===== config.mk =====
export PLATFORM = sky130hd
export DESIGN_NAME = note_to_pad_router_with_learn_unit
export DESIGN_NICKNAME = d
export VERILOG_FILES = /design/src/rtl/core/ntpr_pkg.sv /design/src/rtl/core/note_to_pad_router_with_learn_unit.sv /design/src/rtl/core/ntpr_tables.sv
export SDC_FILE = /design/constraint.sdc
export NUM_CORES = 1
export LEC_CHECK = 0
export ABC_AREA = 1
export ABC_CLOCK_PERIOD_IN_PS = 6200
export BUFFER_PORTS_ARGS = -buffer_cell sky130_fd_sc_hd__buf_2
export CORE_ASPECT_RATIO = 1.2
export CORE_UTILIZATION = 68
export CTS_CLUSTER_SIZE = 40
export DETAILED_ROUTE_END_ITERATION = 8
export PLACE_DENSITY_LB_ADDON = 0.12
export SYNTH_ARGS = -nofsm -noshare
export SYNTH_HDL_FRONTEND = slang
export SYNTH_SLANG_ARGS = --single-unit
export TNS_END_PERCENT = 1

===== constraint.sdc =====
create_clock -name clk -period 6.2 [get_ports clk]
set_input_delay 0.93 -clock clk [delete_from_list [all_inputs] [get_ports clk]]
set_output_delay 0.93 -clock clk [all_outputs]
set_load 0.02 [all_outputs]

===== src/rtl/core/ntpr_pkg.sv =====
// ntpr_pkg: types, constants and helpers for the note to pad router
// shared by ntpr_tables and note_to_pad_router_with_learn_unit; no dependencies
package ntpr_pkg;

  localparam int NOTE_COUNT = 128;
  localparam int NOTE_W     = 7;
  localparam int PAD_W      = 4;
  localparam int PAD_COUNT  = 16;
  localparam int PAD_IDX_W  = (PAD_COUNT > 1) ? $clog2(PAD_COUNT) : 1;
  localparam logic [7:0] PAD_LIMIT = 8'(PAD_COUNT);

  typedef enum logic [1:0] {
    CMD_NOTE_ON = 2'd0,
    CMD_ARM     = 2'd1,
    CMD_CANCEL  = 2'd2,
    CMD_ASSIGN  = 2'd3
  } cmd_t;

  typedef struct packed {
    cmd_t              cmd;
    logic [NOTE_W-1:0] note;
    logic [PAD_W-1:0]  pad;
  } req_t;

  typedef struct packed {
    logic [PAD_W-1:0] pad_out;
    logic             pad_valid;
    logic             learned;
    logic             learn_armed;
  } rsp_t;

  // registered read data of both tables, valid in the cycle after the read
  typedef struct packed {
    logic              note_vld;
    logic [PAD_W-1:0]  note_pad;
    logic              pad_vld;
    logic [NOTE_W-1:0] pad_note;
  } tbl_rd_t;

  // bind write plus the clears of stale partners
  typedef struct packed {
    logic              en;
    logic [NOTE_W-1:0] note;
    logic [PAD_W-1:0]  pad;
    logic              clr_note_en;
    logic [NOTE_W-1:0] clr_note;
    logic              clr_pad_en;
    logic [PAD_W-1:0]  clr_pad;
  } tbl_wr_t;

  // pad number is within the configured pad range
  function automatic logic pad_ok(input logic [PAD_W-1:0] p);
    return 8'(p) < PAD_LIMIT;
  endfunction

  // pad number to pad table index
  function automatic logic [PAD_IDX_W-1:0] pad_idx(input logic [PAD_W-1:0] p);
    logic [PAD_IDX_W+PAD_W-1:0] ext;
    ext = {{PAD_IDX_W{1'b0}}, p};
    return ext[PAD_IDX_W-1:0];
  endfunction

endpackage


===== src/rtl/core/note_to_pad_router_with_learn_unit.sv =====
// note_to_pad_router_with_learn_unit: no new item is taken while busy; busy is
// high in the cycle after an accept, while the table read data is used
// and the bind is written back. done pulses in the cycle after busy; the
// receiver cannot stall. Synchronous reset empties both tables at once via
// valid flops and disarms learn capture.
module note_to_pad_router_with_learn_unit
  import ntpr_pkg::*;
(
  input  logic clk,
  input  logic rst,
  input  logic start,
  output logic busy,
  input  req_t req,
  output logic done,
  output rsp_t rsp
);

  req_t             item;
  logic [PAD_W-1:0] bind_pad;
  logic             learn_active;
  logic [PAD_W-1:0] learn_target;
  logic             learn_active_next;
  logic [PAD_W-1:0] learn_target_next;
  logic             accept;
  logic             learn_hit;
  logic             do_bind;
  tbl_rd_t          rd;
  tbl_wr_t          wr;
  rsp_t             rsp_next;

  assign accept = start && !busy;

  // latch the item and the pad it would bind to
  always_ff @(posedge clk) begin
    if (accept) begin
      item     <= req;
      bind_pad <= (req.cmd == CMD_ASSIGN) ? req.pad : learn_target;
    end
  end

  ntpr_tables u_tables (
    .clk     (clk),
    .rst     (rst),
    .rd_en   (accept),
    .rd_note (req.note),
    .rd_pad  ((req.cmd == CMD_ASSIGN) ? req.pad : learn_target),
    .rd      (rd),
    .wr      (wr)
  );

  // decide the bind and the learn state update
  always_comb begin
    learn_hit         = (item.cmd == CMD_NOTE_ON) && learn_active && pad_ok(learn_target);
    do_bind           = learn_hit || ((item.cmd == CMD_ASSIGN) && pad_ok(item.pad));
    learn_active_next = learn_active;
    learn_target_next = learn_target;
    case (item.cmd)
      CMD_NOTE_ON: if (learn_hit) learn_active_next = 1'b0;
      CMD_ARM: begin
        if (pad_ok(item.pad)) begin
          learn_active_next = 1'b1;
          learn_target_next = item.pad;
        end else begin
          learn_active_next = 1'b0;
        end
      end
      CMD_CANCEL: learn_active_next = 1'b0;
      default: ;
    endcase
  end

  // write back: clear old partners of both note and pad, set the new pair
  always_comb begin
    wr.en          = busy && do_bind;
    wr.note        = item.note;
    wr.pad         = bind_pad;
    wr.clr_note_en = rd.pad_vld;
    wr.clr_note    = rd.pad_note;
    wr.clr_pad_en  = rd.note_vld;
    wr.clr_pad     = rd.note_pad;
  end

  // result fields
  always_comb begin
    rsp_next             = '0;
    rsp_next.learn_armed = learn_active_next;
    if (item.cmd == CMD_NOTE_ON) begin
      if (learn_hit) begin
        rsp_next.pad_out   = bind_pad;
        rsp_next.pad_valid = 1'b1;
        rsp_next.learned   = 1'b1;
      end else if (rd.note_vld) begin
        rsp_next.pad_out   = rd.note_pad;
        rsp_next.pad_valid = 1'b1;
      end
    end
  end

  // control and learn state
  always_ff @(posedge clk) begin
    if (rst) begin
      busy         <= 1'b0;
      done         <= 1'b0;
      learn_active <= 1'b0;
      learn_target <= '0;
    end else begin
      busy <= accept;
      done <= busy;
      if (busy) begin
        learn_active <= learn_active_next;
        learn_target <= learn_target_next;
      end
    end
  end

  // result register
  always_ff @(posedge clk) begin
    if (busy) rsp <= rsp_next;
  end

`ifndef NO_ASSERTIONS
  a_busy_one_cycle: assert property (@(posedge clk) disable iff (rst)
    busy |=> !busy) else $error("busy held longer than one cycle");

  a_done_follows_busy: assert property (@(posedge clk) disable iff (rst)
    busy |=> done) else $error("no result after work cycle");

  a_done_only_after_busy: assert property (@(posedge clk) disable iff (rst)
    done |-> $past(busy)) else $error("result without work cycle");

  a_learned_valid: assert property (@(posedge clk) disable iff (rst)
    (done && rsp.learned) |-> (rsp.pad_valid && !rsp.learn_armed))
    else $error("learned note without pad or with capture still armed");
`endif

endmodule


===== src/rtl/core/ntpr_tables.sv =====
// ntpr_tables: note to pad and pad to note memories with per-entry valid flops
// depends on ntpr_pkg
module ntpr_tables
  import ntpr_pkg::*;
(
  input  logic              clk,
  input  logic              rst,
  input  logic              rd_en,
  input  logic [NOTE_W-1:0] rd_note,
  input  logic [PAD_W-1:0]  rd_pad,
  output tbl_rd_t           rd,
  input  tbl_wr_t           wr
);

  logic [PAD_W-1:0]  note_mem [NOTE_COUNT];
  logic [NOTE_W-1:0] pad_mem  [PAD_COUNT];
  logic [NOTE_COUNT-1:0] note_valid;
  logic [PAD_COUNT-1:0]  pad_valid;

  // data memories, one write and one registered read each
  always_ff @(posedge clk) begin
    if (wr.en) begin
      note_mem[wr.note]        <= wr.pad;
      pad_mem[pad_idx(wr.pad)] <= wr.note;
    end
    // valid bits read alongside the data
    if (rd_en) begin
      rd.note_pad <= note_mem[rd_note];
      rd.pad_note <= pad_mem[pad_idx(rd_pad)];
      rd.note_vld <= note_valid[rd_note];
      rd.pad_vld  <= pad_valid[pad_idx(rd_pad)];
    end
  end

  // valid flops: drop stale partners, then set the new pair
  always_ff @(posedge clk) begin
    if (rst) begin
      note_valid <= '0;
      pad_valid  <= '0;
    end else if (wr.en) begin
      if (wr.clr_note_en) note_valid[wr.clr_note] <= 1'b0;
      if (wr.clr_pad_en)  pad_valid[pad_idx(wr.clr_pad)] <= 1'b0;
      note_valid[wr.note]         <= 1'b1;
      pad_valid[pad_idx(wr.pad)]  <= 1'b1;
    end
  end

endmodule


==> summary.md <==
| Metric | Value |
|---|---|
| Reg-to-reg endpoint | u_tables.note_valid[42] |
| Sequential share of power | 51.5% |
| Async SR Flop Fraction | 0% |
| Total grt overflow | 0 |
| Sequential share of the synthesized area | 67.6% |
| Crit path kind | flop to flop |
| Cts bufs inserted | 76 |
| #FFs+latches synth | slightly above 800 |
| Period utilization | between 50% and 60% |
| Initial antenna violation count | 1 |
| Via density | between 6 and 7 |
| Fmax | approximately 0.3 GHz |
| Slew Viols, Final | 0 |
| Worst hold slack | 0.477 ns |
| Synthesized area | between 30000 and 40000 um^2 |
| Routed Antenna Nets | 0 |
| Worst-margin pin slew | ~1.4 ns |
| Wire per inst | 22.7 um |
| Total track usage | between 30% and 40% |
| First-pass GRT wire length | approximately 140000 um |
| Share of post-route cells with drive strength above 1 | 5.38% |
| Post-CTS Resized | 0 |
| Post-CTS Hold Fix Bufs | 0 |
| Most common cell type on the critical path | nand2_1 |
| Maximum level of the CTS H-tree | 3 |
| Total wire length | around 90000 um |
| Die width | just over 200 um |
| Starting Density | approximately 70% |
| Hold Path Class | flop to flop |
| Post-CTS Repair Setup Buffers | 0 |
| Hold worst-path end | u_tables.note_valid[95] |
| Clock-pin slew on the worst setup and hold paths | around 0.06 ns |
| Die Ht | 246 um |
| Clock power frac | between 40% and 50% |
| Hold Crit Depth | 2 |
| Post-synthesis cell count | ~3300 |
| Via count | about 25000 |
| CP peak stage delay | ~0.94 ns |
| Post-synth EDFFs | about 660 |
| Final hold vios | 0 |
| Post-Syn Area per Cell | a little over 10 um^2 |
| Post-Layout Inst Area | about 37000 um^2 |
| R2R cell count | 8 |
| Global placement routability congestion | 0.875 |
| Core Util, Final | between 70 and 80% |
| Rows | between 80 and 90 |
| Pre-antenna DRT Iters | 6 |
| WP data arrival | between 3 and 4 ns |
| Peak supply drop | just under 0.3 mV |
| Dpl ws | ~2.4 ns |
| Clock sinks | 812 |
| Core box area | 49100 um^2 |
| Die ar. | ~51000 um^2 |
| Clock latency on the worst-skew pair | 0.62 ns |
| Syn_nets | around 3300 |
| Yosys top cell area share | 58.7% |
| # DRC | 0 |
| Max-cap viol count | 0 |
| Area leader, netlist | edfxtp_1 |
| Final setup fails | 0 |
| Netlist cell types | 25 |
| Placed instance area | 34200 um^2 |
| Top cells by count, synth | 812 x nand2_1, 661 x edfxtp_1, 609 x nand3_1 |
| Dpl cells | ~3800 |
| Reg2Reg Launch Point | item[12] |
| Power per cell area | between 300 and 400 nW/um^2 |
| Combinational Power Share | slightly below 6% |
| Crit path max fanout | 32 |
| Final worst-path setup slack | approximately 2.9 ns |
| # IOs | 25 |
| Final Total Pwr | approximately 12 mW |
| Setup_tns | 0 ns |
| Sw Ratio | between 20% and 30% |
| RSZ-0062 raised after global routing | no |
| Top_reg_cell synth | edfxtp_1 |
| CP required | around 6.7 ns |
| Min cycle time layout | roughly 3.3 ns |
| Nature of the critical path startpoint | flop |
| Vias in the first global route | approximately 24000 |
| Yosys warning count | 0 |
| Hold Crit Start | u_tables.note_valid[95] |
| Largest net degree at the start of global routing | 243 |
| Area Overhead vs Synth | 8.83% |
| Max-slew headroom | under 10% |
| R2R setup slack | ~2.9 ns |
| CTS Buffer Depth | 3 |
| Critical path capture point type | flop |
| CTS root buf | clkbuf_16 |
| IO Port Bufs | 24 |
| Post-Layout Cell Count | 3946 |
| CP max-delay cell | nand2_1 |
| Iter 0 DRT Violations | 3681 |
| Synth top area cells | edfxtp_1 59%, nand2_1 9.0%, nand3_1 9.0% |
| Post-DP HPWL | 49700 um |
| Psw | ~2.6 mW |
| CTS tree | yes |
| NumNets Final | roughly 3300 |
| Int Pwr | between 9 and 10 mW |
| Most frequent cell after synthesis | nand2_1 |
| CP Cell Sequence | nor2_1 -> nand2_1 -> o21ai_1 -> nand2_1 -> inv_2 -> nand2_1 -> o21ai_0 -> a21oi_1 |
| Status | finished clean |
| Clock Skew | 0.0135 ns |
| P_leak | around 13 nW |
[sequential cells by signal, summed over array words and instances, names as in the netlist]
signal / count
learn_active: 1
u_tables.rd: 13
u_tables.pad_valid: 16
busy: 1
rsp: 7
item: 13
u_tables.note_mem: 512
learn_target: 4
bind_pad: 4
u_tables.pad_mem: 112
done: 1
u_tables.note_valid: 128
[layer usage]
| layer | vias to the layer above | track usage, % | share of wire [%] |
|---|---|---|---|
| li1 | 11300 | - | - |
| met5 | - | 0 | 0.015 |
| met3 | 402 | 6.03 | 11 |
| met1 | 11900 | 46.9 | 36 |
| met4 | 2 | 22.2 | 6.0 |
| met2 | 1658 | 56.7 | 47 |
[placed cells by master (no fill, tap or decap), drive strengths merged]
cell | Yosys | layout
a211oi | 3 | 3
a21oi | 149 | 149
buf | 94 | 49
bufinv | 0 | 13
clkbuf | 102 | 97
clkinv | 2 | 23
clkinvlp | 0 | 6
dfxtp | 151 | 151
diode | 0 | 2
edfxtp | 661 | 661
inv | 192 | 194
nand2 | 812 | 812
nand3 | 609 | 609
nand3b | 1 | 1
nand4 | 7 | 7
nor2 | 274 | 274
nor3 | 12 | 12
o211ai | 18 | 18
o21ai | 212 | 212
o221ai | 15 | 15
o31ai | 1 | 1
[worst max path at each step]
stage / start / endpoint / slack [ns] / depth (start not counted)
2_1_floorplan: bind_pad[3] / u_tables.pad_mem[15][0] / 3.05 / 4
3_3_place_gp: req[5] / u_tables.rd[8] / 2.45 / 12
3_5_place_dp: req[5] / u_tables.rd[8] / 2.40 / 12
4_1_cts: req[11] / u_tables.rd[5] / 3.02 / 11
5_1_grt: req[4] / u_tables.rd[10] / 2.71 / 13
6_report: item[12] / u_tables.note_valid[42] / 2.86 / 8
[worst max-delay path: cells and delay by family, from the launching register on]
family / cells / cell delay (ns)
buffers and inverters: 1 / 0.55
AND/OR/NAND/NOR: 4 / 1.36
flip-flops: 1 / 0.42
AO/OA/AOI/OAI: 3 / 0.83
[layout make-up]
class,count,area [um^2]
Fill cell,3191,12300
Tap cell,637,797
Clock inverter,42,546
Antenna cell,2,5.00
Sequential cell,812,22900
Multi-Input combinational cell,2113,9380
Inverter,194,738
Timing Repair Buffer,49,367
Clock buffer,97,2120
[cell families after synthesis]
group                  count (synthesis)  synth area share (%)
AND/OR/NAND/NOR                     1715                  21.5
flip-flops                           812                  67.6
AO/OA/AOI/OAI                        398                  6.24
buffers and inverters                390                  4.68
[power groups by stage]
stage          registers (mW)  logic (mW)  clock network [mW]
2_1_floorplan            6.11       0.398                   0
3_3_place_gp             6.09       0.640                   0
3_5_place_dp             6.09       0.655                   0
4_1_cts                  5.97       0.660                4.96
5_1_grt                  5.97       0.729                5.17
6_report                 5.97       0.680                4.95
Power figures use the tool's default switching activity.
